[config.mk]
export PLATFORM = sky130hd
export DESIGN_NAME = char_lcd_parallel_sequencer_core
export DESIGN_NICKNAME = d
export VERILOG_FILES = /design/src/rtl/clcd_seq_pkg.sv /design/src/rtl/clcd_seq_regs.sv /design/src/rtl/clcd_seq_engine.sv /design/src/rtl/char_lcd_parallel_sequencer_core.sv
export VERILOG_INCLUDE_DIRS = /design/src /design/src/rtl
export SDC_FILE = /design/constraint.sdc
export NUM_CORES = 1
export LEC_CHECK = 0
export ABC_AREA = 1
export BUFFER_PORTS_ARGS = -buffer_cell sky130_fd_sc_hd__buf_2
export CORE_ASPECT_RATIO = 1.75
export CORE_MARGIN = 1.5
export CORE_UTILIZATION = 59
export CTS_CLUSTER_SIZE = 20
export DETAILED_ROUTE_END_ITERATION = 8
export PLACE_DENSITY = 0.81
export SYNTH_ARGS = -nofsm -noshare
export SYNTH_HDL_FRONTEND = slang
export SYNTH_SLANG_ARGS = --single-unit
[constraint.sdc]
create_clock -name clk -period 3.3 [get_ports clk]
set_input_delay 0.825 -clock clk [delete_from_list [all_inputs] [get_ports clk]]
set_output_delay 0.825 -clock clk [all_outputs]
set_load 0.02 [all_outputs]
[src/rtl/char_lcd_parallel_sequencer_core_macros.svh]
// ----------------------------------------------------------------------------
// Assertion macros for the character LCD sequencer
// Implication checks on a clock with an active-low reset; empty for synthesis.
// ----------------------------------------------------------------------------
`ifndef CHAR_LCD_PARALLEL_SEQUENCER_CORE_MACROS_SVH
`define CHAR_LCD_PARALLEL_SEQUENCER_CORE_MACROS_SVH

`ifndef SYNTH
`define CLCD_ASSERT_NOW(lbl, ck, rst_n, ante, cons) \
	lbl: assert property (@(posedge ck) disable iff (!rst_n) (ante) |-> (cons)) \
		else $error("clcd check failed");
`define CLCD_ASSERT_NEXT(lbl, ck, rst_n, ante, cons) \
	lbl: assert property (@(posedge ck) disable iff (!rst_n) (ante) |=> (cons)) \
		else $error("clcd check failed");
`else
`define CLCD_ASSERT_NOW(lbl, ck, rst_n, ante, cons)
`define CLCD_ASSERT_NEXT(lbl, ck, rst_n, ante, cons)
`endif

`endif

[src/rtl/clcd_seq_pkg.sv]
// ----------------------------------------------------------------------------
// clcd_seq_pkg
// Types, codes and constants shared by the character LCD sequencer.
// ----------------------------------------------------------------------------
package clcd_seq_pkg;

	localparam int BUF_DEPTH = 32;
	localparam int BUF_AW    = $clog2(BUF_DEPTH);
	localparam int LEN_W     = 6;
	localparam int ADDR_W    = 5;
	localparam int DATA_W    = 32;

	localparam logic [7:0] POS_CMD_BASE = 8'd128;
	localparam logic [7:0] ROW1_OFFSET  = 8'h40;

	localparam logic [2:0] REG_BUS_FOUR_BIT  = 3'd0;
	localparam logic [2:0] REG_FIRST_FS      = 3'd1;
	localparam logic [2:0] REG_FUNCTION_SET  = 3'd2;
	localparam logic [2:0] REG_DISPLAY_CTRL  = 3'd3;
	localparam logic [2:0] REG_CLEAR         = 3'd4;
	localparam logic [2:0] REG_ENTRY_MODE    = 3'd5;
	localparam logic [2:0] REG_HOME_ADDRESS  = 3'd6;

	typedef enum logic [2:0] {
		ACT_TICK  = 3'd0,
		ACT_START = 3'd1,
		ACT_WRITE = 3'd2,
		ACT_CLEAR = 3'd3,
		ACT_LOAD  = 3'd4
	} act_t;

	typedef enum logic [1:0] {
		ST_OK        = 2'd0,
		ST_NOT_READY = 2'd1,
		ST_ROW_ERR   = 2'd2,
		ST_COL_ERR   = 2'd3
	} status_t;

	typedef enum logic [1:0] {
		MODE_OFF  = 2'd0,
		MODE_INIT = 2'd1,
		MODE_OPER = 2'd2
	} mode_t;

	typedef enum logic [2:0] {
		INIT_ARM   = 3'd0,
		INIT_FS1   = 3'd1,
		INIT_FS2   = 3'd2,
		INIT_DISP  = 3'd3,
		INIT_CLR   = 3'd4,
		INIT_ENTRY = 3'd5,
		INIT_HOME  = 3'd6,
		INIT_DONE  = 3'd7
	} init_t;

	typedef enum logic [1:0] {
		REQ_NONE  = 2'd0,
		REQ_WRITE = 2'd1,
		REQ_CLEAR = 2'd2
	} req_t;

	typedef enum logic [1:0] {
		RSTEP_START = 2'd0,
		RSTEP_CMD   = 2'd1,
		RSTEP_DATA  = 2'd2,
		RSTEP_END   = 2'd3
	} rstep_t;

	typedef struct packed {
		logic       bus_four_bit;
		logic [7:0] first_function_set;
		logic [7:0] function_set_cmd;
		logic [7:0] display_ctrl_cmd;
		logic [7:0] clear_cmd;
		logic [7:0] entry_mode_cmd;
		logic [7:0] home_address_cmd;
	} cfg_t;

	typedef struct packed {
		logic [2:0]       action;
		logic [1:0]       row;
		logic [4:0]       column;
		logic [LEN_W-1:0] length;
		logic [4:0]       char_index;
		logic [7:0]       char_code;
	} item_t;

	typedef struct packed {
		status_t    status;
		logic       busy;
		logic       ready;
		logic       rs;
		logic       en;
		logic [7:0] data;
	} res_t;

endpackage

[src/rtl/clcd_seq_regs.sv]
// ----------------------------------------------------------------------------
// clcd_seq_regs
// APB-style configuration registers for the character LCD sequencer.
// ----------------------------------------------------------------------------
module clcd_seq_regs (
	input  logic                             clk,
	input  logic                             arst_n,
	input  logic                             psel,
	input  logic                             penable,
	input  logic                             pwrite,
	input  logic [clcd_seq_pkg::ADDR_W-1:0]  paddr,
	input  logic [clcd_seq_pkg::DATA_W-1:0]  pwdata,
	output logic [clcd_seq_pkg::DATA_W-1:0]  prdata,
	output logic                             pready,
	output clcd_seq_pkg::cfg_t               cfg
);

	localparam int ADDR_W_HI = clcd_seq_pkg::ADDR_W - 1;

	clcd_seq_pkg::cfg_t cfg_q;
	logic               wr_en;
	logic [2:0]         reg_idx;

	assign pready  = 1'b1;
	assign wr_en   = psel && penable && pwrite;
	assign reg_idx = paddr[ADDR_W_HI:2];
	assign cfg     = cfg_q;

	always_ff @(posedge clk or negedge arst_n) begin
		if (!arst_n) begin
			cfg_q.bus_four_bit       <= 1'b0;
			cfg_q.first_function_set <= 8'd50;
			cfg_q.function_set_cmd   <= 8'd56;
			cfg_q.display_ctrl_cmd   <= 8'd12;
			cfg_q.clear_cmd          <= 8'd1;
			cfg_q.entry_mode_cmd     <= 8'd6;
			cfg_q.home_address_cmd   <= 8'd128;
		end else if (wr_en) begin
			unique case (reg_idx)
				clcd_seq_pkg::REG_BUS_FOUR_BIT: cfg_q.bus_four_bit       <= pwdata[0];
				clcd_seq_pkg::REG_FIRST_FS:     cfg_q.first_function_set <= pwdata[7:0];
				clcd_seq_pkg::REG_FUNCTION_SET: cfg_q.function_set_cmd   <= pwdata[7:0];
				clcd_seq_pkg::REG_DISPLAY_CTRL: cfg_q.display_ctrl_cmd   <= pwdata[7:0];
				clcd_seq_pkg::REG_CLEAR:        cfg_q.clear_cmd          <= pwdata[7:0];
				clcd_seq_pkg::REG_ENTRY_MODE:   cfg_q.entry_mode_cmd     <= pwdata[7:0];
				clcd_seq_pkg::REG_HOME_ADDRESS: cfg_q.home_address_cmd   <= pwdata[7:0];
				default: begin
				end
			endcase
		end
	end

	always_comb begin
		unique case (reg_idx)
			clcd_seq_pkg::REG_BUS_FOUR_BIT: prdata = 32'(cfg_q.bus_four_bit);
			clcd_seq_pkg::REG_FIRST_FS:     prdata = 32'(cfg_q.first_function_set);
			clcd_seq_pkg::REG_FUNCTION_SET: prdata = 32'(cfg_q.function_set_cmd);
			clcd_seq_pkg::REG_DISPLAY_CTRL: prdata = 32'(cfg_q.display_ctrl_cmd);
			clcd_seq_pkg::REG_CLEAR:        prdata = 32'(cfg_q.clear_cmd);
			clcd_seq_pkg::REG_ENTRY_MODE:   prdata = 32'(cfg_q.entry_mode_cmd);
			clcd_seq_pkg::REG_HOME_ADDRESS: prdata = 32'(cfg_q.home_address_cmd);
			default:                        prdata = '0;
		endcase
	end

endmodule

[src/rtl/clcd_seq_engine.sv]
// ----------------------------------------------------------------------------
// clcd_seq_engine
// Sequencer state, character buffer and the per-word next-state logic.
// ----------------------------------------------------------------------------
module clcd_seq_engine (
	input  logic                  clk,
	input  logic                  arst_n,
	input  logic                  fire,
	input  clcd_seq_pkg::item_t   item,
	input  clcd_seq_pkg::cfg_t    cfg,
	output clcd_seq_pkg::res_t    res
);

	localparam int AW = clcd_seq_pkg::BUF_AW;
	localparam int LW = clcd_seq_pkg::LEN_W;

	clcd_seq_pkg::mode_t  mode_q,  mode_n;
	clcd_seq_pkg::init_t  init_q,  init_n;
	clcd_seq_pkg::req_t   req_q,   req_n;
	clcd_seq_pkg::rstep_t rstep_q, rstep_n;
	logic                 en_q,    en_n;
	logic                 hin_q,   hin_n;
	logic [LW-1:0]        left_q,  left_n;
	logic [LW-1:0]        wlen_q,  wlen_n;
	logic                 row_q,   row_n;
	logic [3:0]           col_q,   col_n;
	logic                 rs_q,    rs_n;
	logic [7:0]           data_q,  data_n;
	clcd_seq_pkg::status_t status_n;

	logic [7:0]    store_q [clcd_seq_pkg::BUF_DEPTH];
	logic          st_we;
	logic [LW-1:0] rd_idx;
	logic [7:0]    rd_byte;
	logic [7:0]    pos_byte;
	logic          phase_end;
	logic          do_ph;
	logic [7:0]    ph_byte;
	logic          ph_rs;
	logic          free_now;
	logic [LW-1:0] len_clamped;

	assign rd_idx    = wlen_q - left_q;
	assign rd_byte   = (rd_idx < LW'(clcd_seq_pkg::BUF_DEPTH)) ? store_q[rd_idx[AW-1:0]] : 8'd0;
	assign pos_byte  = clcd_seq_pkg::POS_CMD_BASE | (row_q ? clcd_seq_pkg::ROW1_OFFSET : 8'd0)
		| {4'd0, col_q};
	assign phase_end = en_q && (!cfg.bus_four_bit || hin_q);
	assign free_now  = (mode_q == clcd_seq_pkg::MODE_OPER) && (req_q == clcd_seq_pkg::REQ_NONE);
	assign len_clamped = (item.length > LW'(clcd_seq_pkg::BUF_DEPTH)) ?
		LW'(clcd_seq_pkg::BUF_DEPTH) : item.length;
	assign st_we = fire && (clcd_seq_pkg::act_t'(item.action) == clcd_seq_pkg::ACT_LOAD)
		&& (32'(item.char_index) < clcd_seq_pkg::BUF_DEPTH);

	always_comb begin
		mode_n   = mode_q;
		init_n   = init_q;
		req_n    = req_q;
		rstep_n  = rstep_q;
		en_n     = en_q;
		hin_n    = hin_q;
		left_n   = left_q;
		wlen_n   = wlen_q;
		row_n    = row_q;
		col_n    = col_q;
		rs_n     = rs_q;
		data_n   = data_q;
		status_n = clcd_seq_pkg::ST_OK;
		do_ph    = 1'b0;
		ph_byte  = 8'd0;
		ph_rs    = 1'b0;

		unique case (clcd_seq_pkg::act_t'(item.action))
			clcd_seq_pkg::ACT_TICK: begin
				if (mode_q == clcd_seq_pkg::MODE_INIT) begin
					unique case (init_q)
						clcd_seq_pkg::INIT_ARM: begin
							en_n   = 1'b0;
							init_n = clcd_seq_pkg::INIT_FS1;
						end
						clcd_seq_pkg::INIT_DONE: mode_n = clcd_seq_pkg::MODE_OPER;
						default: begin
							do_ph = 1'b1;
							unique case (init_q)
								clcd_seq_pkg::INIT_FS1: ph_byte = cfg.bus_four_bit ?
									cfg.first_function_set : cfg.function_set_cmd;
								clcd_seq_pkg::INIT_FS2:   ph_byte = cfg.function_set_cmd;
								clcd_seq_pkg::INIT_DISP:  ph_byte = cfg.display_ctrl_cmd;
								clcd_seq_pkg::INIT_CLR:   ph_byte = cfg.clear_cmd;
								clcd_seq_pkg::INIT_ENTRY: ph_byte = cfg.entry_mode_cmd;
								default:                  ph_byte = cfg.home_address_cmd;
							endcase
							if (phase_end) begin
								if (init_q == clcd_seq_pkg::INIT_FS1 && !cfg.bus_four_bit)
									init_n = clcd_seq_pkg::INIT_DISP;
								else
									init_n = clcd_seq_pkg::init_t'(init_q + 3'd1);
							end
						end
					endcase
				end else if (mode_q == clcd_seq_pkg::MODE_OPER
					&& req_q == clcd_seq_pkg::REQ_WRITE) begin
					unique case (rstep_q)
						clcd_seq_pkg::RSTEP_START: begin
							en_n    = 1'b0;
							rstep_n = clcd_seq_pkg::RSTEP_CMD;
						end
						clcd_seq_pkg::RSTEP_CMD: begin
							do_ph   = 1'b1;
							ph_byte = pos_byte;
							if (phase_end)
								rstep_n = clcd_seq_pkg::RSTEP_DATA;
						end
						clcd_seq_pkg::RSTEP_DATA: begin
							if (left_q == '0) begin
								rstep_n = clcd_seq_pkg::RSTEP_END;
								en_n    = 1'b0;
							end else if (en_q) begin
								en_n = 1'b0;
								if (!cfg.bus_four_bit)
									left_n = left_q - LW'(1);
							end else begin
								do_ph   = 1'b1;
								ph_byte = rd_byte;
								ph_rs   = 1'b1;
								if (cfg.bus_four_bit && !hin_q)
									left_n = left_q - LW'(1);
							end
						end
						default: begin
							req_n   = clcd_seq_pkg::REQ_NONE;
							rstep_n = clcd_seq_pkg::RSTEP_START;
						end
					endcase
				end else if (mode_q == clcd_seq_pkg::MODE_OPER
					&& req_q == clcd_seq_pkg::REQ_CLEAR) begin
					unique case (rstep_q)
						clcd_seq_pkg::RSTEP_START: begin
							en_n    = 1'b0;
							rstep_n = clcd_seq_pkg::RSTEP_CMD;
						end
						clcd_seq_pkg::RSTEP_CMD: begin
							do_ph   = 1'b1;
							ph_byte = cfg.clear_cmd;
							if (phase_end)
								rstep_n = clcd_seq_pkg::RSTEP_DATA;
						end
						default: begin
							req_n   = clcd_seq_pkg::REQ_NONE;
							rstep_n = clcd_seq_pkg::RSTEP_START;
						end
					endcase
				end
			end
			clcd_seq_pkg::ACT_START: begin
				mode_n  = clcd_seq_pkg::MODE_INIT;
				init_n  = clcd_seq_pkg::INIT_ARM;
				req_n   = clcd_seq_pkg::REQ_NONE;
				rstep_n = clcd_seq_pkg::RSTEP_START;
				en_n    = 1'b0;
				hin_n   = 1'b1;
			end
			clcd_seq_pkg::ACT_WRITE: begin
				priority if (item.row > 2'd1) begin
					status_n = clcd_seq_pkg::ST_ROW_ERR;
				end else if (item.column > 5'd15) begin
					status_n = clcd_seq_pkg::ST_COL_ERR;
				end else if (!free_now) begin
					status_n = clcd_seq_pkg::ST_NOT_READY;
				end else begin
					row_n   = item.row[0];
					col_n   = item.column[3:0];
					wlen_n  = len_clamped;
					left_n  = len_clamped;
					req_n   = clcd_seq_pkg::REQ_WRITE;
					rstep_n = clcd_seq_pkg::RSTEP_START;
				end
			end
			clcd_seq_pkg::ACT_CLEAR: begin
				if (!free_now) begin
					status_n = clcd_seq_pkg::ST_NOT_READY;
				end else begin
					req_n   = clcd_seq_pkg::REQ_CLEAR;
					rstep_n = clcd_seq_pkg::RSTEP_START;
				end
			end
			default: begin
			end
		endcase

		// one bus phase: set up data with E high, or drop E
		if (do_ph) begin
			if (!en_q) begin
				if (cfg.bus_four_bit) begin
					data_n = {(hin_q ? ph_byte[7:4] : ph_byte[3:0]), 4'd0};
					hin_n  = !hin_q;
				end else begin
					data_n = ph_byte;
				end
				rs_n = ph_rs;
				en_n = 1'b1;
			end else begin
				en_n = 1'b0;
			end
		end
	end

	always_comb begin
		res.status = status_n;
		res.busy   = (mode_n == clcd_seq_pkg::MODE_INIT) || (req_n != clcd_seq_pkg::REQ_NONE);
		res.ready  = (mode_n == clcd_seq_pkg::MODE_OPER);
		res.rs     = rs_n;
		res.en     = en_n;
		res.data   = data_n;
	end

	always_ff @(posedge clk or negedge arst_n) begin
		if (!arst_n) begin
			mode_q  <= clcd_seq_pkg::MODE_OFF;
			init_q  <= clcd_seq_pkg::INIT_ARM;
			req_q   <= clcd_seq_pkg::REQ_NONE;
			rstep_q <= clcd_seq_pkg::RSTEP_START;
			en_q    <= 1'b0;
			hin_q   <= 1'b1;
			left_q  <= '0;
			wlen_q  <= '0;
			row_q   <= 1'b0;
			col_q   <= 4'd0;
			rs_q    <= 1'b0;
			data_q  <= 8'd0;
		end else if (fire) begin
			mode_q  <= mode_n;
			init_q  <= init_n;
			req_q   <= req_n;
			rstep_q <= rstep_n;
			en_q    <= en_n;
			hin_q   <= hin_n;
			left_q  <= left_n;
			wlen_q  <= wlen_n;
			row_q   <= row_n;
			col_q   <= col_n;
			rs_q    <= rs_n;
			data_q  <= data_n;
		end
	end

	always_ff @(posedge clk) begin
		if (st_we)
			store_q[item.char_index[AW-1:0]] <= item.char_code;
	end

endmodule

[src/rtl/char_lcd_parallel_sequencer_core.sv]
// ----------------------------------------------------------------------------
// char_lcd_parallel_sequencer_core
// An accepted word goes through the input register, then the result register.
// Throughput: one word per cycle while res_stall does not hold the result register.
// Reset clears the sequencer state, valids and config registers; buffer is unset.
// ----------------------------------------------------------------------------
`include "char_lcd_parallel_sequencer_core_macros.svh"

module char_lcd_parallel_sequencer_core (
	input  logic                             clk,
	input  logic                             arst_n,
	input  logic                             psel,
	input  logic                             penable,
	input  logic                             pwrite,
	input  logic [clcd_seq_pkg::ADDR_W-1:0]  paddr,
	input  logic [clcd_seq_pkg::DATA_W-1:0]  pwdata,
	output logic [clcd_seq_pkg::DATA_W-1:0]  prdata,
	output logic                             pready,
	input  logic                             item_valid,
	output logic                             item_stall,
	input  logic [2:0]                       action,
	input  logic [1:0]                       row,
	input  logic [4:0]                       column,
	input  logic [clcd_seq_pkg::LEN_W-1:0]   length,
	input  logic [4:0]                       char_index,
	input  logic [7:0]                       char_code,
	output logic                             res_valid,
	input  logic                             res_stall,
	output logic [1:0]                       status,
	output logic                             busy_res,
	output logic                             ready_res,
	output logic                             reg_select,
	output logic                             read_write,
	output logic                             enable_pin,
	output logic [7:0]                       data_bus
);

	clcd_seq_pkg::cfg_t  cfg;
	clcd_seq_pkg::item_t item_s1;
	clcd_seq_pkg::res_t  res;
	clcd_seq_pkg::res_t  res_s2;
	logic                valid_s1;
	logic                res_valid_q;
	logic                fire;
	logic                held_s1;
	logic                wr_unready;

	clcd_seq_regs u_regs (
		.clk     (clk),
		.arst_n  (arst_n),
		.psel    (psel),
		.penable (penable),
		.pwrite  (pwrite),
		.paddr   (paddr),
		.pwdata  (pwdata),
		.prdata  (prdata),
		.pready  (pready),
		.cfg     (cfg)
	);

	clcd_seq_engine u_engine (
		.clk    (clk),
		.arst_n (arst_n),
		.fire   (fire),
		.item   (item_s1),
		.cfg    (cfg),
		.res    (res)
	);

	assign fire       = valid_s1 && !(res_valid_q && res_stall);
	assign item_stall = valid_s1 && res_valid_q && res_stall;

	always_ff @(posedge clk or negedge arst_n) begin
		if (!arst_n)
			valid_s1 <= 1'b0;
		else if (!item_stall)
			valid_s1 <= item_valid;
	end

	always_ff @(posedge clk) begin
		if (item_valid && !item_stall) begin
			item_s1.action     <= action;
			item_s1.row        <= row;
			item_s1.column     <= column;
			item_s1.length     <= length;
			item_s1.char_index <= char_index;
			item_s1.char_code  <= char_code;
		end
	end

	always_ff @(posedge clk or negedge arst_n) begin
		if (!arst_n)
			res_valid_q <= 1'b0;
		else if (fire)
			res_valid_q <= 1'b1;
		else if (!res_stall)
			res_valid_q <= 1'b0;
	end

	always_ff @(posedge clk) begin
		if (fire)
			res_s2 <= res;
	end

	assign res_valid  = res_valid_q;
	assign status     = res_s2.status;
	assign busy_res   = res_s2.busy;
	assign ready_res  = res_s2.ready;
	assign reg_select = res_s2.rs;
	assign read_write = 1'b0;
	assign enable_pin = res_s2.en;
	assign data_bus   = res_s2.data;

	assign held_s1    = valid_s1 && item_stall;
	assign wr_unready = fire && (item_s1.action == clcd_seq_pkg::ACT_WRITE) && !res.ready;

	`CLCD_ASSERT_NEXT(a_fire_gives_result, clk, arst_n, fire, res_valid_q)
	`CLCD_ASSERT_NEXT(a_held_item_kept, clk, arst_n, held_s1, valid_s1 && $stable(item_s1))
	`CLCD_ASSERT_NOW(a_write_unready_err, clk, arst_n, wr_unready, res.status != 2'd0)

endmodule

==> results.md <==
- Setup repair after global routing left no endpoint under its margin.
- In this run the deepest clock path goes through 3 buffers.
- Of the cells placed in the final design, the portion with a size suffix greater than 1 is 13.0%.
- For this design the static power due to leakage is 8.20 nW.
- Buffers placed on the I/O ports in this run total 70.
- The total overflow left after global routing is 0.
- The final non-filler cell total is 2268.
- 0 antenna diodes ended up in the layout.
- The run finished with clean final reports.
- The first routing iteration left 1332 violations.
- The final HPWL from detailed placement is 29200 um.
- In this run the horizontal extent of the chip is 134 um.
- The critical path start-end classification is reg -> reg.
- Entering global routing, the biggest net connects 89 pins.
- The remaining antenna violation count is 0.
- By count the netlist is led by 567 x sky130_fd_sc_hd__nand2_1, 299 x sky130_fd_sc_hd__edfxtp_1, 210 x sky130_fd_sc_hd__nand3_1.
- The number of search-and-repair iterations in the first detailed-routing pass is 6.
- IR analysis of the VDD net gives a maximum drop of 0.638 mV.
- In the post-synthesis netlist, the biggest area contributors are sky130_fd_sc_hd__edfxtp_1 51%, sky130_fd_sc_hd__nand2_1 12%, sky130_fd_sc_hd__dfrtp_1 11%.
- The clock-pin slew on the worst setup and hold paths is 0.08 ns.
- In the post-synthesis netlist, the cell with the most instances is sky130_fd_sc_hd__nand2_1.
- The kind of capture point of the worst setup path is a flop.
- Each instance of the synthesized netlist takes up on average 9.94 um^2.
- For the finished layout, the period the worst path requires is 3.14 ns.
- The total number of yosys warnings is 0.
- Counting flops and latches in the post-synthesis netlist gives 387.
- TritonCTS built the clock tree.
- The count of endpoints failing setup in the final report is 0.
- The critical path startpoint category is a flop.
- The root cell of the clock tree is sky130_fd_sc_hd__clkbuf_16.
- Across all layers, the routed design uses 13300 vias.
- The launch instance of the worst register-to-register path is u_engine.wlen_q[0].
- The initial antenna violation count came to 0.
- The number of placement rows is 83.
- On the final layout, the worst clock skew is 0.0259 ns.
- The area of the mapped netlist is 17600 um^2.
- The worst relative slew slack is 21.5%.
- The critical path starts at u_engine.wlen_q[0].
- The number of global-route vias before repair is 13400.
- Hold repair after CTS inserted 0 buffers.
- The share of synthesized area occupied by flip-flops and latches is 63.6%.
- Of all cell types, the one taking the most synthesized area is sky130_fd_sc_hd__edfxtp_1.
- The slew at the pin with the worst max-slew slack is 1.18 ns.
- Once the floorplan was initialized, standard cells occupied 59.9% of the core.
- The die covers 30900 um^2.
- Summed over its instances, the top area cell type makes up 51.0% of the synthesized netlist area.
- The number of instances in the synthesized netlist is 1770.
- At the worst endpoint, the required time is 3.75 ns.
- The number of CTS-inserted buffers is 30.
- In the final routed layout, each cell accounts on average for 19.8 um.
- The core outline area is 29400 um^2.
- Of all nets on the critical path, the largest fanout is 32.
- The number of buffers added for setup after CTS is 0.
- Based on the critical path, the design can be clocked at up to 319 MHz.
- The post-cts gate resize count is 0.
- The total count of max-transition violations in the final report came to 0.
- In the synthesized netlist the async set-or-reset flop fraction comes to 22.7%.
- The tree built by TritonCTS fans out to 387 sinks.
- The synthesized design contains 299 enable-type register cells.
- Clock latency on the worst-skew pair, taken at its later pin, is 0.58 ns.
- Across the run, the number of max-cap violations was 0.
- In this run the worst hold path is classified as in -> async.
- The net total in the final layout is 1953.
- STA puts the critical path data arrival time at 3.59 ns.
- CTS built an H-tree with a depth of 1.
- The number of different library cells used by synthesis comes to 51.
- From synthesis to final layout, the design area changed by 12.4%.
- The cell area power density is 808 nW/um^2.
- Adding up every negative setup slack in the final design gives 0 ns.
- The overall track demand over capacity in global routing is 29.3%.
- The number of instances in the placed design is 2211.
- The residual DRC count is 0.
- The number of top-level pins is 123.
- The dominant register cell in the synthesized netlist is sky130_fd_sc_hd__edfxtp_1.
- The first global-routing pass estimated 69300 um of wire.
- At the end of routability-driven placement, the weighted congestion stood at 1.02.
- The final wirelength is 44900 um.
- The number of failing hold endpoints at the final stage is 0.
- The completed layout was analyzed and its total power is 0.0160 W.
- The final critical-path share of the clock period is 95.1%.
- Hold is met by 0.236 ns.
- The floorplan step set the die height to 231 um.
- Dividing the detail-routed via count by the number of cells gives 5.87.
per-stage QoR:
stage               setup slack, ns  cell area (um^2)  util (%)
CTS                           0.206             19700      67.1
global placement              0.361             18500      63.1
floorplan                     0.626             17700         -
global route                 0.0116             19800      67.3
detailed placement            0.220             18500      63.1
finish                        0.161             19800      67.3
per-layer routing:
layer	up-vias	global-route usage (%)	share of wire, %
met5	-	0	0
met4	0	20.6	7.7
met3	230	3.32	6.6
met2	718	55.1	54
met1	6263	29.7	32
li1	6093	-	-
sequential cells by signal (all words and copies together), names as in the netlist, 2 cells and up:
register / count
u_engine.store_q: 256
u_engine.data_q: 8
u_engine.wlen_q: 6
u_engine.init_q: 3
u_engine.mode_q: 2
status: 2
item_s1: 29
data_bus: 8
u_engine.left_q: 6
u_engine.req_q: 2
u_regs.cfg: 49
u_engine.rstep_q: 2
u_engine.col_q: 4
path summary, 6_finish.rpt:
kind                                            to  slack, ns  depth (start not counted)
worst max-delay path            u_engine.data_q[1]       0.16                         20
worst min-delay path                u_regs.cfg[29]       0.24                          2
worst max register to register  u_engine.data_q[1]       0.16                         20
worst min register to register   u_engine.col_q[2]       0.48                          1
max in group asynchronous       u_engine.init_q[0]       2.59                          2
min in group clk                        item_s1[9]       0.43                          1
critical path: stages, from the launching register on:
cell,delay (ns)
sky130_fd_sc_hd__dfrtp_1,0.38
sky130_fd_sc_hd__inv_1,0.11
sky130_fd_sc_hd__ha_4,0.15
sky130_fd_sc_hd__fa_2,0.47
sky130_fd_sc_hd__inv_2,0.19
sky130_fd_sc_hd__buf_16,0.22
sky130_fd_sc_hd__nor2_1,0.07
sky130_fd_sc_hd__o21ai_0,0.09
sky130_fd_sc_hd__nand3_1,0.13
sky130_fd_sc_hd__nand3_1,0.14
sky130_fd_sc_hd__nand3_1,0.16
sky130_fd_sc_hd__nand3_1,0.18
sky130_fd_sc_hd__nand2_1,0.06
sky130_fd_sc_hd__nand2_1,0.06
sky130_fd_sc_hd__nand2_1,0.05
sky130_fd_sc_hd__nand2_1,0.07
sky130_fd_sc_hd__nand2_1,0.13
sky130_fd_sc_hd__nand2_1,0.12
sky130_fd_sc_hd__o21ai_2,0.06
sky130_fd_sc_hd__nand2_1,0.05
sky130_fd_sc_hd__o21ai_0,0.09
kinds of logic after synthesis:
group | Yosys count | synth area share [%]
adders and majority gates | 18 | 1.32
other | 2 | 0.0427
xor gates and xnor gates | 6 | 0.384
buffers and inverters | 248 | 6.24
and+or+nand+nor | 921 | 21.8
AOI/OAI and AO/OA | 183 | 6.27
muxes | 5 | 0.320
DFF | 387 | 63.6
power by group:
group	total (W)	leakage, nW	switching [W]	internal [W]
Clock	0.00425	0.577	0.00169	0.00256
Combinational	0.00585	3.81	0.00407	0.00178
Sequential	0.00586	3.81	0.000267	0.00559
Total	0.0160	8.20	0.00603	0.00994
layout make-up:
| class | instances | area (um^2) |
|---|---|---|
| clock buffers | 39 | 866 |
| clock inverters | 17 | 324 |
| multi-input cells | 1159 | 5410 |
| repair buffers | 129 | 908 |
| fillers | 2059 | 9620 |
| well taps | 382 | 478 |
| flip-flops and latches | 387 | 11200 |
| inverters | 155 | 583 |
cells in the final DEF (no fill, tap or decap), types with 3 or more instances in the layout:
cell	count
sky130_fd_sc_hd__o2111ai_1	11
sky130_fd_sc_hd__o21ai_1	4
sky130_fd_sc_hd__nand2_1	567
sky130_fd_sc_hd__buf_12	6
sky130_fd_sc_hd__clkinv_1	3
sky130_fd_sc_hd__nand2_2	7
sky130_fd_sc_hd__a21oi_1	35
sky130_fd_sc_hd__conb_1	26
sky130_fd_sc_hd__a21oi_2	3
sky130_fd_sc_hd__nand3_1	210
sky130_fd_sc_hd__bufinv_16	9
sky130_fd_sc_hd__buf_2	69
sky130_fd_sc_hd__o21ai_0	82
sky130_fd_sc_hd__nor2_1	102
sky130_fd_sc_hd__edfxtp_1	299
sky130_fd_sc_hd__a31oi_1	5
sky130_fd_sc_hd__clkbuf_8	6
sky130_fd_sc_hd__nor2_2	4
sky130_fd_sc_hd__clkinv_2	4
sky130_fd_sc_hd__nand4_1	10
sky130_fd_sc_hd__a221oi_1	8
sky130_fd_sc_hd__o211ai_1	6
sky130_fd_sc_hd__inv_2	11
sky130_fd_sc_hd__dfrtp_1	75
sky130_fd_sc_hd__nor3_2	3
sky130_fd_sc_hd__clkbuf_16	32
sky130_fd_sc_hd__buf_4	52
sky130_fd_sc_hd__dfstp_2	13
sky130_fd_sc_hd__mux2_2	5
sky130_fd_sc_hd__o21ai_2	6
sky130_fd_sc_hd__or2_2	4
sky130_fd_sc_hd__o22ai_1	10
sky130_fd_sc_hd__inv_1	142
sky130_fd_sc_hd__ha_1	16
sky130_fd_sc_hd__nor3_1	8
No activity file was read; power rests on OpenSTA's default activity.
